File: src/hw/rtl/rv32i_dec_pkg.sv
// Shared types and constants for the RV32I instruction decoder.
// Holds the major opcodes, format and operation codes, and the decoded result record.
// No dependencies.
package rv32i_dec_pkg;

  localparam int unsigned InstrWidth = 32;
  localparam int unsigned RegWidth   = 5;
  localparam int unsigned ImmWidth   = 32;
  localparam int unsigned TdataWidth = 56;

  // Major opcodes, bits 6..0 of the instruction word.
  localparam logic [6:0] OpcLoad   = 7'b0000011;
  localparam logic [6:0] OpcOpImm  = 7'b0010011;
  localparam logic [6:0] OpcAuipc  = 7'b0010111;
  localparam logic [6:0] OpcStore  = 7'b0100011;
  localparam logic [6:0] OpcOp     = 7'b0110011;
  localparam logic [6:0] OpcLui    = 7'b0110111;
  localparam logic [6:0] OpcBranch = 7'b1100011;
  localparam logic [6:0] OpcJalr   = 7'b1100111;
  localparam logic [6:0] OpcJal    = 7'b1101111;

  localparam logic [6:0] Funct7Base = 7'b0000000;
  localparam logic [6:0] Funct7Alt  = 7'b0100000;

  typedef enum logic [2:0] {
    FMT_R = 3'd0,
    FMT_I = 3'd1,
    FMT_S = 3'd2,
    FMT_B = 3'd3,
    FMT_U = 3'd4,
    FMT_J = 3'd5
  } format_e;

  typedef enum logic [5:0] {
    OP_LUI   = 6'd0,
    OP_AUIPC = 6'd1,
    OP_JAL   = 6'd2,
    OP_JALR  = 6'd3,
    OP_BEQ   = 6'd4,
    OP_BNE   = 6'd5,
    OP_BLT   = 6'd6,
    OP_BGE   = 6'd7,
    OP_BLTU  = 6'd8,
    OP_BGEU  = 6'd9,
    OP_LB    = 6'd10,
    OP_LH    = 6'd11,
    OP_LW    = 6'd12,
    OP_LBU   = 6'd13,
    OP_LHU   = 6'd14,
    OP_SB    = 6'd15,
    OP_SH    = 6'd16,
    OP_SW    = 6'd17,
    OP_ADDI  = 6'd18,
    OP_SLTI  = 6'd19,
    OP_SLTIU = 6'd20,
    OP_XORI  = 6'd21,
    OP_ORI   = 6'd22,
    OP_ANDI  = 6'd23,
    OP_SLLI  = 6'd24,
    OP_SRLI  = 6'd25,
    OP_SRAI  = 6'd26,
    OP_ADD   = 6'd27,
    OP_SUB   = 6'd28,
    OP_SLL   = 6'd29,
    OP_SLT   = 6'd30,
    OP_SLTU  = 6'd31,
    OP_XOR   = 6'd32,
    OP_SRL   = 6'd33,
    OP_SRA   = 6'd34,
    OP_OR    = 6'd35,
    OP_AND   = 6'd36,
    OP_NONE  = 6'd37
  } op_e;

  typedef struct packed {
    logic                       illegal;
    format_e                    format;
    op_e                        operation;
    logic [RegWidth-1:0]        dest_reg;
    logic [RegWidth-1:0]        src1_reg;
    logic [RegWidth-1:0]        src2_reg;
    logic signed [ImmWidth-1:0] immediate;
  } decoded_t;

endpackage

File: src/hw/rtl/rv32i_instruction_decoder_top.sv
// Top level of the RV32I instruction decoder: input register, decode logic, result register.
// Depends on rv32i_dec_pkg.

// The block takes one 32-bit RV32I instruction word per item and returns one decoded
// item for it: format, operation code, the register numbers rd, rs1 and rs2 (zero where
// the format has none) and the immediate, sign-extended per format, or the unsigned shift
// amount for SLLI, SRLI and SRAI. An unknown major opcode sets the illegal flag on tuser
// and clears every other field, with the operation set to the "none" code; a known opcode
// with an unlisted funct3 or funct7 combination is decoded normally but carries the "none"
// code. The block has two register stages, the captured instruction word and the decoded
// result. An accepted item is captured in the instruction register, and its decoded result
// is then loaded into the result register and driven on the output. One item is taken per
// clock when the downstream side keeps tready high; the rate is set only by the output
// handshake, since the decode itself is a single pass of bit slicing and opcode compares
// between the two registers. The input tready follows the output side combinationally, so
// a held result stalls the input only once both stages are full.
module rv32i_instruction_decoder_top
  import rv32i_dec_pkg::*;
(
  input  logic                  clk_i,
  input  logic                  rst_ni,
  input  logic                  s_axis_tvalid,
  output logic                  s_axis_tready,
  // Fields from bit 0 up: instr_word[31:0].
  input  logic [InstrWidth-1:0] s_axis_tdata,
  output logic                  m_axis_tvalid,
  input  logic                  m_axis_tready,
  // Fields from bit 0 up: format[2:0], operation[8:3], dest_reg[13:9], src1_reg[18:14],
  // src2_reg[23:19], immediate[55:24].
  output logic [TdataWidth-1:0] m_axis_tdata,
  // Fields from bit 0 up: illegal[0].
  output logic                  m_axis_tuser
);

  logic                  in_valid_q;
  logic [InstrWidth-1:0] instr_q;
  logic                  out_valid_q;
  decoded_t              result_q;
  decoded_t              result_d;
  logic                  out_advance;
  logic                  in_advance;

  // The result stage moves when it is empty or its item is being taken, and the input
  // stage moves when the result stage can take what it holds.
  assign out_advance   = !out_valid_q || m_axis_tready;
  assign in_advance    = !in_valid_q || out_advance;
  assign s_axis_tready = in_advance;

  always_ff @(posedge clk_i or negedge rst_ni) begin
    if (!rst_ni) begin
      in_valid_q  <= 1'b0;
      out_valid_q <= 1'b0;
    end else begin
      if (in_advance) begin
        in_valid_q <= s_axis_tvalid;
      end
      if (out_advance) begin
        out_valid_q <= in_valid_q;
      end
    end
  end

  always_ff @(posedge clk_i) begin
    if (in_advance && s_axis_tvalid) begin
      instr_q <= s_axis_tdata;
    end
    if (out_advance && in_valid_q) begin
      result_q <= result_d;
    end
  end

  // Instruction fields.
  logic [6:0]          opc;
  logic [2:0]          f3;
  logic [6:0]          f7;
  logic [RegWidth-1:0] rd;
  logic [RegWidth-1:0] rs1;
  logic [RegWidth-1:0] rs2;
  logic [ImmWidth-1:0] imm_i;
  logic [ImmWidth-1:0] imm_s;
  logic [ImmWidth-1:0] imm_b;
  logic [ImmWidth-1:0] imm_u;
  logic [ImmWidth-1:0] imm_j;
  logic [ImmWidth-1:0] imm_shamt;

  assign opc = instr_q[6:0];
  assign rd  = instr_q[11:7];
  assign f3  = instr_q[14:12];
  assign rs1 = instr_q[19:15];
  assign rs2 = instr_q[24:20];
  assign f7  = instr_q[31:25];

  assign imm_i     = {{20{instr_q[31]}}, instr_q[31:20]};
  assign imm_s     = {{20{instr_q[31]}}, instr_q[31:25], instr_q[11:7]};
  assign imm_b     = {{19{instr_q[31]}}, instr_q[31], instr_q[7], instr_q[30:25],
                      instr_q[11:8], 1'b0};
  assign imm_u     = {instr_q[31:12], 12'b0};
  assign imm_j     = {{11{instr_q[31]}}, instr_q[31], instr_q[19:12], instr_q[20],
                      instr_q[30:21], 1'b0};
  assign imm_shamt = {27'b0, rs2};

  always_comb begin
    result_d = '{illegal:   1'b0,
                 format:    FMT_R,
                 operation: OP_NONE,
                 dest_reg:  '0,
                 src1_reg:  '0,
                 src2_reg:  '0,
                 immediate: '0};
    unique case (opc)
      OpcLui, OpcAuipc: begin
        result_d.format    = FMT_U;
        result_d.dest_reg  = rd;
        result_d.immediate = imm_u;
        result_d.operation = (opc == OpcLui) ? OP_LUI : OP_AUIPC;
      end
      OpcJal: begin
        result_d.format    = FMT_J;
        result_d.dest_reg  = rd;
        result_d.immediate = imm_j;
        result_d.operation = OP_JAL;
      end
      OpcJalr: begin
        result_d.format    = FMT_I;
        result_d.dest_reg  = rd;
        result_d.src1_reg  = rs1;
        result_d.immediate = imm_i;
        result_d.operation = (f3 == 3'd0) ? OP_JALR : OP_NONE;
      end
      OpcLoad: begin
        result_d.format    = FMT_I;
        result_d.dest_reg  = rd;
        result_d.src1_reg  = rs1;
        result_d.immediate = imm_i;
        unique case (f3)
          3'd0:    result_d.operation = OP_LB;
          3'd1:    result_d.operation = OP_LH;
          3'd2:    result_d.operation = OP_LW;
          3'd4:    result_d.operation = OP_LBU;
          3'd5:    result_d.operation = OP_LHU;
          default: result_d.operation = OP_NONE;
        endcase
      end
      OpcOpImm: begin
        result_d.format   = FMT_I;
        result_d.dest_reg = rd;
        result_d.src1_reg = rs1;
        // Shift immediates carry the plain shift amount whatever funct7 holds.
        result_d.immediate = (f3 == 3'd1 || f3 == 3'd5) ? imm_shamt : imm_i;
        unique case (f3)
          3'd0: result_d.operation = OP_ADDI;
          3'd1: result_d.operation = (f7 == Funct7Base) ? OP_SLLI : OP_NONE;
          3'd2: result_d.operation = OP_SLTI;
          3'd3: result_d.operation = OP_SLTIU;
          3'd4: result_d.operation = OP_XORI;
          3'd5: begin
            if (f7 == Funct7Base) begin
              result_d.operation = OP_SRLI;
            end else if (f7 == Funct7Alt) begin
              result_d.operation = OP_SRAI;
            end else begin
              result_d.operation = OP_NONE;
            end
          end
          3'd6: result_d.operation = OP_ORI;
          3'd7: result_d.operation = OP_ANDI;
          default: result_d.operation = OP_NONE;
        endcase
      end
      OpcStore: begin
        result_d.format    = FMT_S;
        result_d.src1_reg  = rs1;
        result_d.src2_reg  = rs2;
        result_d.immediate = imm_s;
        unique case (f3)
          3'd0:    result_d.operation = OP_SB;
          3'd1:    result_d.operation = OP_SH;
          3'd2:    result_d.operation = OP_SW;
          default: result_d.operation = OP_NONE;
        endcase
      end
      OpcBranch: begin
        result_d.format    = FMT_B;
        result_d.src1_reg  = rs1;
        result_d.src2_reg  = rs2;
        result_d.immediate = imm_b;
        unique case (f3)
          3'd0:    result_d.operation = OP_BEQ;
          3'd1:    result_d.operation = OP_BNE;
          3'd4:    result_d.operation = OP_BLT;
          3'd5:    result_d.operation = OP_BGE;
          3'd6:    result_d.operation = OP_BLTU;
          3'd7:    result_d.operation = OP_BGEU;
          default: result_d.operation = OP_NONE;
        endcase
      end
      OpcOp: begin
        // R format has no immediate, so it stays zero.
        result_d.format   = FMT_R;
        result_d.dest_reg = rd;
        result_d.src1_reg = rs1;
        result_d.src2_reg = rs2;
        if (f7 == Funct7Base) begin
          unique case (f3)
            3'd0: result_d.operation = OP_ADD;
            3'd1: result_d.operation = OP_SLL;
            3'd2: result_d.operation = OP_SLT;
            3'd3: result_d.operation = OP_SLTU;
            3'd4: result_d.operation = OP_XOR;
            3'd5: result_d.operation = OP_SRL;
            3'd6: result_d.operation = OP_OR;
            3'd7: result_d.operation = OP_AND;
            default: result_d.operation = OP_NONE;
          endcase
        end else if (f7 == Funct7Alt && f3 == 3'd0) begin
          result_d.operation = OP_SUB;
        end else if (f7 == Funct7Alt && f3 == 3'd5) begin
          result_d.operation = OP_SRA;
        end else begin
          result_d.operation = OP_NONE;
        end
      end
      default: begin
        result_d.illegal = 1'b1;
      end
    endcase
  end

  assign m_axis_tvalid = out_valid_q;
  assign m_axis_tuser  = result_q.illegal;
  assign m_axis_tdata  = {result_q.immediate, result_q.src2_reg, result_q.src1_reg,
                          result_q.dest_reg, result_q.operation, result_q.format};

endmodule

File: config.mk
export PLATFORM = sky130hd
export DESIGN_NAME = rv32i_instruction_decoder_top
export DESIGN_NICKNAME = d
export VERILOG_FILES = /design/src/hw/rtl/rv32i_dec_pkg.sv /design/src/hw/rtl/rv32i_instruction_decoder_top.sv
export SDC_FILE = /design/constraint.sdc
export NUM_CORES = 1
export LEC_CHECK = 0
export BUFFER_PORTS_ARGS = -buffer_cell sky130_fd_sc_hd__buf_2
export CAP_MARGIN = 20
export CORE_AREA = 4 4 91 93
export CTS_CLUSTER_DIAMETER = 40
export DETAILED_ROUTE_END_ITERATION = 8
export DIE_AREA = 0 0 95 97
export PLACE_DENSITY = 0.84
export SLEW_MARGIN = 15
export SYNTH_ARGS = -nofsm -noshare
export SYNTH_HDL_FRONTEND = slang
export SYNTH_SLANG_ARGS = --single-unit
File: constraint.sdc
create_clock -name clk_i -period 6.75 [get_ports clk_i]
set_input_delay 1.6875 -clock clk_i [delete_from_list [all_inputs] [get_ports clk_i]]
set_output_delay 1.6875 -clock clk_i [all_outputs]
set_load 0.05 [all_outputs]
Yosys cells after proc, flatten, opt, wreduce, memory -nomap -nowiden --
Memories as Yosys holds them, arrays and structs flattened. A register that Yosys moved wholly into a read port is not among the register bits. Index checks and enable logic that the tools add are counted.
Operators by class: equal/unequal tests 17, mux-type cells 17, reductions and logical operators 17
Operator list (number):
- $pmux 32 s6 | 1
- $pmux 9 s8 | 1
- $pmux 6 s8 | 1
- $mux 6 | 6
- $pmux 6 s6 | 1
- $mux 32 | 1
- $pmux 6 s5 | 1
- $eq 7x6->1 const B | 4
- $eq 7x7->1 const B | 3
- $pmux 6 s3 | 1
- $eq 7x5->1 const B | 2
- $eq 3x3->1 const B | 4
- $reduce_or 9->1 | 1
- $eq 7x2->1 const B | 1
- $logic_not 7->1 | 1
- $reduce_or 7->1 | 1
- $eq 3x2->1 const B | 2
- $mux 3 | 2
- $reduce_or 6->1 | 1
- $logic_and 1x1->1 | 4
- $reduce_or 2->1 | 2
- $eq 3x1->1 const B | 1
- $logic_not 3->1 | 1
- $logic_or 1x1->1 | 3
- other kinds (3) | 5
Storage, ports and cells: logic and storage cells 62, input port bits 36, memory bits (read-only) 48, bits in registers 91, output and inout port bits 59, memories kept 1
Memory list:
- (no name shown) | words 8, bits a word 6, rd ports 1, clocked after memory_dff 1, wr ports 0, line rv32i_instruction_decoder_top.sv:204 | unique case (f3)

Longest topological paths before layout --
Gate-level depths: netlist of the first run.
depth in word-level cells 6, depth in mapped cells 7, mapped depth without buffers 7

Least setup slack after synthesis of the first run --
Ideal clock, no wire load.
kind input port to output port, start point input m_axis_tready, end point output s_axis_tready, arrival time 2176 ps, slack 2886 ps, stages on the path 1, required time 5062 ps, path buffers 0, path through nand3b_1
On the way: cells in the longest elaborated chain, start to end 2
RTL lines:
- start, declared | line rv32i_instruction_decoder_top.sv:27 | input logic m_axis_tready,
- $logic_or 1x1->1 | line rv32i_instruction_decoder_top.sv:45 | assign out_advance = !out_valid_q || m_axis_tready;
- $logic_or 1x1->1 | line rv32i_instruction_decoder_top.sv:46 | assign in_advance = !in_valid_q || out_advance;
- end, declared | line rv32i_instruction_decoder_top.sv:23 | output logic s_axis_tready,
Every way passes these cells.

Worst setup path after layout of the first run --
Ends and elaborated chain as after synthesis.

==> results of run 1 <==
-- cell type report --
cell class	count	area (µm²)	share of cell area (%)
Clock buffer	10	128	2.57
Clock inverter	5	58.8	1.18
Inverter	13	48.8	0.982
Multi-Input combinational cell	203	1300	26.1
Sequential cell	96	2820	56.8
Tap cell	102	128	2.57
Timing Repair Buffer	96	485	9.77
-- synthesized netlist by cell type (2+ instances only) --
cell and instances:
buf_4 2, nor3b_1 2, clkbuf_1 6, or2_1 2, dfrtp_1 2, edfxtp_1 89, nor2_1 26, dfxtp_1 5
nand2b_1 7, mux2i_1 4, a211oi_1 3, a21oi_1 16, a22o_1 4, inv_1 13, nand2_1 19, nand4_1 2
o21ai_0 13, nor2b_1 5, buf_6 6, nand3b_1 2, xnor2_1 2, and2_1 17, ha_1 5, nand3_1 6
nor3_1 4, o22ai_1 4, a21o_2 2, o21ai_1 7, a21o_1 19
-- layer usage --
metal | vias to the layer above | track usage (%) | wire [µm]
li1 | 1393 | - | -
met1 | 1368 | 24.0 | 3460
met2 | 121 | 30.6 | 4350
met3 | 13 | 4.12 | 574
met4 | 0 | 10.2 | 144
met5 | - | 0 | 0
-- power by group --
part           switching, µW  total [µW]  internal [µW]
sequential              28.3         724            696
combinational            139         186           46.9
clock                    183         352            169
total                    350        1260            912
-- logic make-up after synthesis --
kind of cell,Yosys count
AND/OR/NAND/NOR,106
flip-flops,96
AO/OA/AOI/OAI,86
buffers and inverters,28
adder cells (fa/ha/maj),5
multiplexers,4
XOR/XNOR,2
-- how the worst min path moves through the flow --
stage / cells after the start / endpoint
final: 1 / m_axis_tvalid$_DFFE_PN0P_
after global placement: 1 / m_axis_tvalid$_DFFE_PN0P_
after CTS: 1 / m_axis_tvalid$_DFFE_PN0P_
after floorplan: 1 / m_axis_tvalid$_DFFE_PN0P_
after global routing: 1 / m_axis_tvalid$_DFFE_PN0P_
after detailed placement: 1 / m_axis_tvalid$_DFFE_PN0P_
-- metrics by stage --
stage	setup WS, ns	std cells
finish	2.87	525
global route	2.85	525
CTS	2.87	525
detailed placement	2.87	510
global placement	2.87	510
floorplan	2.89	327
-- registers in the layout (all words and copies together) (netlist names), named ones only --
register and cells:
instr_q 32, m_axis_tdata 56, m_axis_tvalid 1, in_valid_q 1
m_axis_tuser 1
-- placed cells by master, fill, tap and decap left out, types with 7 or more instances in the layout --
cell type  instances
nand2_1           19
buf_2             94
o21ai_0           13
edfxtp_1          89
and2_1            16
o21ai_1            7
clkbuf_8           9
nand2b_1           7
inv_1             13
a21o_1            19
nor2_1            26
a21oi_1           16
-- critical path, delay by kind of cell --
kind / cells / cell delay, ns
and+or+nand+nor: 1 / 0.18
buffers and inverters: 2 / 0.33
==> out/metrics.cfg, run 1 <==
[status]
status=finished, final reports clean

[critical_path]
crit_path_frequent_cell=buf_2
cp-startpoint=m_axis_tready
worst_ep_required_time_ns=5.06
regToRegStartpoint=instr_q[13]$_DFFE_PP_
cp_cell_sequence=buf_2, nand3b_1, buf_2
critPathCapture=s_axis_tready
crit_path_end_kind=primary output
max_stage_delay_ns=0.23
r2r_slack_ns=4.35
critPathLaunchType=primary input
rr_endpoint=m_axis_tdata[52]$_DFFE_PP_
r2r_cells=5
crit_path_max_fanout=3
path_class=in -> out
critPathSlowestCell=buf_2
crit_arrival_ns=2.19

[layout]
drive_above_1_share_pct=29.3
fillers=611
diodes=0
postLayoutCoreUtil_pct=66.0
fin_area_um2=4970
nets=460
area_growth_pct=16.1

[timing]
fin_setup_tns_ns=0
finalMaxSlewViolations=0
rsz0062_at_grt=false
min_period_ns=3.88
slew_headroom_pct=53.0
fin_worst_skew_ns=0.00831
setup-violations-final=0
fin_hold_ws_ns=0.500
tightest_slew_ns=0.702
max_freq_mhz=258
hold_viol=0
finalCritPeriodShare_pct=57.5

[cts]
cts-root-buf=clkbuf_8
cts.sinks=96
h-tree-depth=3
cts_setup_buffers=0
clock_latency_ns=0.36
path_clk_slew_ns=0.08
cts_tree=built
postCtsHoldBufs=0
cts_buffer_depth=2
numCtsBuffers=9
post_cts_resized=0

[synthesis]
synth_flop_cell=edfxtp_1
netlist.area_leader.share_pct=62.5
ys_ff_latch=96
synth_cell_type_count=62
synthSimpleGateAreaFrac_pct=13.8
netlist_area_um2=4280
netlist_top_cells_area=edfxtp_1 (62%), a21o_1 (3.3%), and2_1 (2.5%)
yosysSeqAreaShare_pct=66.0
yosys.area.top_type=edfxtp_1
synth.mux.area_fraction_pct=0.936
synthXorXnorAreaFrac_pct=0.409
postSynthCellCount=327
synth_fa_ha_area_share_pct=1.46
synthesis.nets=368
synthArstFlopShare_pct=2.08
synth_top_family_by_area=simple AND/OR/NAND/NOR gates
synth_edf_count=89
synth.avg_cell_area_um2=13.1
yosysWarnings=0
synth_compound_area_share_pct=13.7

[routing]
via_per_inst=5.51
wl_per_cell_um=16.2
routed_wirelength_um=8520
vias=2895
dr.pass1.iters=6
drt_iter0_drc=286
drcViolationCount=0
detail-route-antenna-nets=0

[pwr]
power_density_nw_per_um2=254
power_uw=1260
vdd_drop_max_mv=0.130
p_leak_uw=0.00209

[placed_design]
place_congestion=0.908
portBuffers=94
dpl_cell_area_um2=4780
dp_hpwl_um=6130

[floorplanning]
start_util_pct=56.8
placementRows=32
die_h_um=97
placeableCoreArea_um2=7530
die-area_um2=9220
num_io_pins=95
die_w_um=95

[global_routing]
track_usage_pct=19.1
grt_pass1_wl_um=13300
grt_pass1_vias=2737
grt_max_degree=58
antenna_found_initial=0
gr-total-overflow=0

[min_path]
min_from=in_valid_q$_DFFE_PN0N_
min_path_type=reg -> reg

[job]
max_cap_violations=0

(Power assumes the default switching activity.)
==> run 2: changes to the inputs <==
--- a/config.mk
+++ b/config.mk
@@ -7,11 +7,11 @@
 export LEC_CHECK = 0
 export BUFFER_PORTS_ARGS = -buffer_cell sky130_fd_sc_hd__buf_2
 export CAP_MARGIN = 20
-export CORE_AREA = 4 4 91 93
+export CORE_AREA = 4 4 99 101
 export CTS_CLUSTER_DIAMETER = 40
 export DETAILED_ROUTE_END_ITERATION = 8
-export DIE_AREA = 0 0 95 97
-export PLACE_DENSITY = 0.84
+export DIE_AREA = 0 0 103 105
+export PLACE_DENSITY = 0.75
 export SLEW_MARGIN = 15
 export SYNTH_ARGS = -nofsm -noshare
 export SYNTH_HDL_FRONTEND = slang
==> constraint.sdc (replaced) <==
create_clock -name clk_i -period 3.3 [get_ports clk_i]
set_input_delay 0.825 -clock clk_i [delete_from_list [all_inputs] [get_ports clk_i]]
set_output_delay 0.825 -clock clk_i [all_outputs]
set_load 0.05 [all_outputs]
==> run 2 against run 1 <==
Flip-flop and latch count is the same. Register-to-register slack lost 3.4 ns. Setup slack lost 1.9 ns. Clock power grew 120%. Via count grew 1.5%. Largest cell class unchanged. Wire length grew 11%. Count of clock-buffer cells in the layout is the same. Die area grew 17%.
==> out/metrics.cfg, run 2 (synthesis gave the netlist of run 1 again) <==
[status]
status=finished, final reports clean  ; unchanged

[placed_design]
portBuffers=94  ; unchanged
dpl_cell_area_um2=4840  ; was 4780 µm²
place_congestion=0.894  ; was 0.908
dp_hpwl_um=6810  ; was 6130 µm

[global_routing]
track_usage_pct=17.8  ; was 19.1%
grt_max_degree=27  ; was 58
grt_pass1_vias=2943  ; was 2737
grt_pass1_wl_um=14700  ; was 13300 µm
gr-total-overflow=0  ; unchanged
antenna_found_initial=0  ; unchanged

[critical_path]
crit_path_end_kind=flop  ; was primary output
path_class=reg -> reg  ; was in -> out
critPathSlowestCell=edfxtp_1  ; was buf_2
cp.buffers_inverters=0  ; was 2
max_stage_delay_ns=0.66  ; was 0.23 ns
crit_cells=5  ; was 3
r2r_cells=5  ; unchanged
cp-startpoint=instr_q[4]$_DFFE_PP_  ; was m_axis_tready
critPathCapture=m_axis_tdata[50]$_DFFE_PP_  ; was s_axis_tready
cp_cell_sequence=nor2b_1, nand3_1, o21ai_1, and4b_1, a21o_1  ; was buf_2, nand3b_1, buf_2
r2r_slack_ns=0.97  ; was 4.35 ns
rr_endpoint=m_axis_tdata[50]$_DFFE_PP_  ; was m_axis_tdata[52]$_DFFE_PP_
crit_path_max_fanout=18  ; was 3
worst_ep_required_time_ns=3.53  ; was 5.06 ns
crit_arrival_ns=2.55  ; was 2.19 ns
regToRegStartpoint=instr_q[4]$_DFFE_PP_  ; was instr_q[13]$_DFFE_PP_
crit_family=simple AND/OR/NAND/NOR gates  ; was buffers and inverters
critPathLaunchType=flop  ; was primary input

[layout]
layout_commonest_cell=buf_2  ; unchanged
fin_area_um2=5030  ; was 4970 µm²
largest_register_ffs=56  ; unchanged
layout_common_cells=buf_2 (94), edfxtp_1 (89), nor2_1 (26), nand2_1 (19), a21o_1 (19)  ; unchanged
area_growth_pct=17.6  ; was 16.1%
postLayoutCoreUtil_pct=55.8  ; was 66.0%
nets=464  ; was 460
drive_above_1_share_pct=30.1  ; was 29.3%
diodes=0  ; unchanged

[routing]
drcViolationCount=0  ; unchanged
detail-route-antenna-nets=0  ; unchanged
wl_per_cell_um=17.6  ; was 16.2 µm
drt_iter0_drc=242  ; was 286
dr.pass1.iters=4  ; was 6
vias=2939  ; was 2895
routed_wirelength_um=9480  ; was 8520 µm
via_per_inst=5.45  ; was 5.51

[pwr]
power_uw=2650  ; was 1260 µW
p_comb_share_pct=15.2  ; was 14.7%
intPower_uw=1880  ; was 912 µW
p_leak_uw=0.00211  ; was 0.00209 µW
vdd_drop_max_mv=0.186  ; was 0.130 mV
power_density_nw_per_um2=526  ; was 254 nW/µm²
clockPowerShare_pct=29.0  ; was 27.9%
seqPwrFrac_pct=55.9  ; was 57.4%
switching_power_uw=766  ; was 350 µW
switching_share_pct=28.9  ; was 27.8%

[job]
max_cap_violations=0  ; unchanged

[cts]
path_clk_slew_ns=0.10  ; was 0.08 ns
numCtsBuffers=9  ; unchanged
cts-root-buf=clkbuf_8  ; unchanged
post_cts_resized=0  ; unchanged
postCtsHoldBufs=0  ; unchanged
h-tree-depth=3  ; unchanged
cts_tree=built  ; unchanged
cts_setup_buffers=0  ; unchanged
clock_latency_ns=0.36  ; about the same
cts_buffer_depth=2  ; unchanged
cts.sinks=96  ; unchanged

[floorplanning]
die_w_um=103  ; was 95 µm
start_util_pct=47.4  ; was 56.8%
num_io_pins=95  ; unchanged
die_h_um=105  ; was 97 µm
die-area_um2=10800  ; was 9220 µm²
placementRows=35  ; was 32
placeableCoreArea_um2=9020  ; was 7530 µm²

[timing]
fin_worst_skew_ns=0.0116  ; was 0.00831 ns
tightest_slew_ns=0.704  ; was 0.702 ns
slew_headroom_pct=52.9  ; was 53.0%
finalCritPeriodShare_pct=70.5
fin_hold_ws_ns=0.223  ; was 0.500 ns
rsz0062_at_grt=false  ; unchanged
fin_setup_tns_ns=0  ; unchanged
finalMaxSlewViolations=0  ; unchanged
hold_viol=0  ; unchanged
max_freq_mhz=430
setup-violations-final=0  ; unchanged
min_period_ns=2.33

[min_path]
min_path_type=in -> async  ; was reg -> reg

-- run 2: worst reg2reg max path: stages (launching register included) --
cell and delay (ns):
edfxtp_1 0.66, nor2b_1 0.43, nand3_1 0.29, o21ai_1 0.20, and4b_1 0.46, a21o_1 0.15
-- run 2: worst min-delay path by stage --
stage                                       from                        end  slack, ns
after global routing                      rst_ni  m_axis_tvalid$_DFFE_PN0P_       0.20
after detailed placement  in_valid_q$_DFFE_PN0N_  m_axis_tvalid$_DFFE_PN0P_       0.47
after floorplan           in_valid_q$_DFFE_PN0N_  m_axis_tvalid$_DFFE_PN0P_       0.45
after CTS                                 rst_ni  m_axis_tvalid$_DFFE_PN0P_       0.20
after global placement    in_valid_q$_DFFE_PN0N_  m_axis_tvalid$_DFFE_PN0P_       0.46
final                                     rst_ni  m_axis_tvalid$_DFFE_PN0P_       0.22
-- run 2: power groups by stage --
| stage | sequential [µW] | clock [µW] | combinational [µW] |
|---|---|---|---|
| 2_1_floorplan | 1650 | 0 | 148 |
| 5_1_grt | 1490 | 828 | 430 |
| 4_1_cts | 1480 | 786 | 403 |
| 3_5_place_dp | 1510 | 0 | 402 |
| 6_report | 1480 | 766 | 401 |
| 3_3_place_gp | 1500 | 0 | 396 |
-- run 2: stage by stage --
stage | std cells | setup WS (ns)
finish | 539 | 0.973
global route | 539 | 0.791
CTS | 539 | 0.981
detailed placement | 523 | 1.00
global placement | 523 | 1.06
floorplan | 327 | 0.579
-- run 2: layout make-up --
| class | count | area [µm²] |
|---|---|---|
| clock inverter | 6 | 67.6 |
| multi-input combinational | 203 | 1300 |
| clock buffer | 10 | 128 |
| fill | 762 | 3990 |
| timing repair buffer | 100 | 528 |
| inverter | 13 | 48.8 |
| sequential | 96 | 2820 |
| tap | 111 | 139 |
-- run 2: routing by layer --
metal / part of all wire (%) / vias up / track usage, %
li1: - / 1403 / -
met1: 41 / 1391 / 22.9
met2: 50 / 129 / 28.7
met3: 6.9 / 16 / 4.14
met4: 2.1 / 0 / 7.49
met5: 0 / - / 0
==> run 3: changes to the inputs <==
--- a/config.mk
+++ b/config.mk
@@ -7,11 +7,11 @@
 export LEC_CHECK = 0
 export BUFFER_PORTS_ARGS = -buffer_cell sky130_fd_sc_hd__buf_2
 export CAP_MARGIN = 20
-export CORE_AREA = 4 4 99 101
+export CORE_AREA = 4 4 95 97
 export CTS_CLUSTER_DIAMETER = 40
 export DETAILED_ROUTE_END_ITERATION = 8
-export DIE_AREA = 0 0 103 105
-export PLACE_DENSITY = 0.75
+export DIE_AREA = 0 0 99 101
+export PLACE_DENSITY = 0.77
 export SLEW_MARGIN = 15
 export SYNTH_ARGS = -nofsm -noshare
 export SYNTH_HDL_FRONTEND = slang
==> constraint.sdc (replaced) <==
create_clock -name clk_i -period 2.15 [get_ports clk_i]
set_input_delay 0.5375 -clock clk_i [delete_from_list [all_inputs] [get_ports clk_i]]
set_output_delay 0.5375 -clock clk_i [all_outputs]
set_load 0.05 [all_outputs]
==> run 3 against run 2 <==
Critical path type unchanged. Critical path depth stayed put. Register-to-register slack worse by 0.91 ns. Die area is 7.5% lower. Clock skew is 0.0057 ns higher. Cell count is 3.2% higher. Global-route usage is 0.061 points higher. Final area is 4.3% higher. Largest power group unchanged. Sequential power is 51% higher. Via count is 3.7% higher.
==> out/metrics.cfg, run 3 (synthesis gave the netlist of run 1 again) <==
[timing]
tightest_slew_ns=0.682  ; was 0.704 ns
finalCritPeriodShare_pct=97.3  ; was 70.5%
fin_worst_skew_ns=0.0174  ; was 0.0116 ns
max_freq_mhz=478  ; was 430 MHz
hold_viol=0  ; unchanged
rsz0062_at_grt=true  ; was false
slew_headroom_pct=54.4  ; was 52.9%
min_period_ns=2.09  ; was 2.33 ns
setup-violations-final=0  ; unchanged
finalMaxSlewViolations=0  ; unchanged

[critical_path]
cp_cell_sequence=or4_4, nor3_4, nand2_1, a222oi_1, o221ai_1  ; was nor2b_1, nand3_1, o21ai_1, and4b_1, a21o_1
path_class=reg -> reg  ; unchanged
critPathLaunchType=flop  ; unchanged
critPathSlowestCell=or4_4  ; was edfxtp_1
cp.buffers_inverters=0  ; unchanged
worst_ep_required_time_ns=2.25  ; was 3.53 ns
crit_arrival_ns=2.19  ; was 2.55 ns
crit_family=simple AND/OR/NAND/NOR gates  ; unchanged
regToRegStartpoint=instr_q[31]$_DFFE_PP_  ; was instr_q[4]$_DFFE_PP_
max_stage_delay_ns=0.57  ; was 0.66 ns
r2r_slack_ns=0.06  ; was 0.97 ns
r2r_cells=5  ; unchanged
crit_path_max_fanout=6  ; was 18
rr_endpoint=m_axis_tdata[3]$_DFFE_PP_  ; was m_axis_tdata[50]$_DFFE_PP_
crit_path_end_kind=flop  ; unchanged

[status]
status=finished, final reports clean  ; unchanged

[layout]
nets=487  ; was 464
drive_above_1_share_pct=34.6  ; was 30.1%
largest_register_ffs=56  ; unchanged
diodes=0  ; unchanged
fillers=655  ; was 762
postLayoutCoreUtil_pct=64.5  ; was 55.8%
layout_commonest_cell=buf_2  ; unchanged
layout_common_cells=buf_2 (94), edfxtp_1 (89), nor2_1 (25), buf_4 (25), a21o_1 (19)  ; was buf_2 (94), edfxtp_1 (89), nor2_1 (26), nand2_1 (19), a21o_1 (19)
multiInputGateArea_um2=1310  ; was 1300 µm²
area_growth_pct=22.6  ; was 17.6%
regArea_um2=2820  ; about the same
fin_area_um2=5250  ; was 5030 µm²

[job]
max_cap_violations=0  ; unchanged

[pwr]
switching_power_uw=1190  ; was 766 µW
switching_share_pct=28.8  ; was 28.9%
vdd_drop_max_mv=0.387  ; was 0.186 mV
intPower_uw=2930  ; was 1880 µW
clockPowerShare_pct=29.2  ; was 29.0%
p_leak_uw=0.00223  ; was 0.00211 µW
p_comb_share_pct=16.3  ; was 15.2%
power_density_nw_per_um2=784  ; was 526 nW/µm²
seqPwrFrac_pct=54.5  ; was 55.9%

[cts]
numCtsBuffers=9  ; unchanged
cts_tree=built  ; unchanged
path_clk_slew_ns=0.10  ; about the same
cts.sinks=96  ; unchanged
cts_buffer_depth=2  ; unchanged
cts-root-buf=clkbuf_8  ; unchanged
clock_latency_ns=0.36  ; about the same
h-tree-depth=3  ; unchanged

[routing]
via_per_inst=5.48  ; was 5.45
drt_iter0_drc=328  ; was 242
vias=3047  ; was 2939
drcViolationCount=0  ; unchanged
routed_wirelength_um=8920  ; was 9480 µm
dr.pass1.iters=6  ; was 4
detail-route-antenna-nets=0  ; unchanged
wl_per_cell_um=16.0  ; was 17.6 µm

[min_path]
min_path_type=in -> reg  ; was in -> async
holdPathEnd=instr_q[7]$_DFFE_PP_
min_from=s_axis_tdata[7]
whs_path_depth=1

[global_routing]
track_usage_pct=17.9  ; was 17.8%
antenna_found_initial=0  ; unchanged
gr-total-overflow=0  ; unchanged
grt_pass1_vias=2929  ; was 2943
grt_pass1_wl_um=13900  ; was 14700 µm
grt_max_degree=58  ; was 27

[floorplanning]
placeableCoreArea_um2=8130  ; was 9020 µm²
die_h_um=101  ; was 105 µm
die_w_um=99  ; was 103 µm
placementRows=33  ; was 35
die-area_um2=10000  ; was 10800 µm²
start_util_pct=52.6  ; was 47.4%
num_io_pins=95  ; unchanged

[placed_design]
place_congestion=0.977  ; was 0.894
dp_hpwl_um=6670  ; was 6810 µm
dpl_cell_area_um2=5010  ; was 4840 µm²
portBuffers=94  ; unchanged

-- run 3: cell types whose count changed in the layout (fill, tap and decap cells not counted), sizes merged --
cell	delta
inv	+1
clkinv	-1
buf	+22
dlygate4sd3	+1
-- run 3: worst max-delay path by stage --
stage | cells after the start | endpoint | slack [ns] | from
2_1_floorplan | 3 | instr_q[0]$_DFFE_PP_ | -0.09 | m_axis_tready
3_3_place_gp | 5 | m_axis_tdata[8]$_DFFE_PP_ | 0.08 | instr_q[28]$_DFFE_PP_
3_5_place_dp | 5 | m_axis_tdata[8]$_DFFE_PP_ | 0.02 | instr_q[28]$_DFFE_PP_
4_1_cts | 5 | m_axis_tdata[8]$_DFFE_PP_ | 0.01 | instr_q[27]$_DFFE_PP_
5_1_grt | 5 | m_axis_tdata[3]$_DFFE_PP_ | -0.08 | instr_q[31]$_DFFE_PP_
6_report | 5 | m_axis_tdata[3]$_DFFE_PP_ | 0.06 | instr_q[31]$_DFFE_PP_
-- run 3: through the flow --
| step | setup WS [ns] | total power [µW] | hold slack [ns] | TNS (ns) | instances |
|---|---|---|---|---|---|
| 2_1_floorplan | -0.0870 | 2750 | 0.242 | -2.94 | 327 |
| 3_3_place_gp | 0.0802 | 2940 | 0.322 | 0 | 537 |
| 3_5_place_dp | 0.0164 | 2950 | 0.325 | 0 | 537 |
| 4_1_cts | 0.0118 | 4130 | 0.332 | 0 | 554 |
| 5_1_grt | -0.0753 | 4260 | 0.331 | -0.0753 | 556 |
| 6_report | 0.0590 | 4110 | 0.340 | 0 | 556 |
-- run 3: final cells by class --
| cell class | instances | share of cell area, % |
|---|---|---|
| Clock buffer | 10 | 2.43 |
| Clock inverter | 6 | 1.43 |
| Sequential cell | 96 | 53.8 |
| Timing Repair Buffer | 123 | 13.9 |
| Inverter | 13 | 1.00 |
| Tap cell | 105 | 2.50 |
| Multi-Input combinational cell | 203 | 24.9 |
-- run 3: per-layer routing --
| metal | GRT usage, % | up-vias | share of wire, % |
|---|---|---|---|
| met5 | 0 | - | 0 |
| met4 | 8.19 | 0 | 2.2 |
| met3 | 3.11 | 22 | 6.8 |
| met2 | 30.5 | 134 | 50 |
| met1 | 22.4 | 1434 | 41 |
| li1 | - | 1457 | - |
-- run 3: worst register-to-register path, delay by kind of cell, from the launching register on --
family / cells / cell delay, ns
simple gates: 3 / 0.95
compound gates: 2 / 0.49
flops: 1 / 0.40
-- run 3: repair_timing --
action,in CTS,in global routing
setup buffers,0,3
hold endpoints to repair,2,0
resized for setup,0,2
hold buffers,1,0
endpoints found under the setup margin,0,4
-- run 3: power groups by stage --
stage | registers, µW | logic [µW] | clock network [µW]
2_1_floorplan | 2520 | 230 | 0
4_1_cts | 2240 | 669 | 1220
6_report | 2240 | 670 | 1200
3_5_place_dp | 2280 | 666 | 0
3_3_place_gp | 2280 | 659 | 0
5_1_grt | 2250 | 709 | 1290
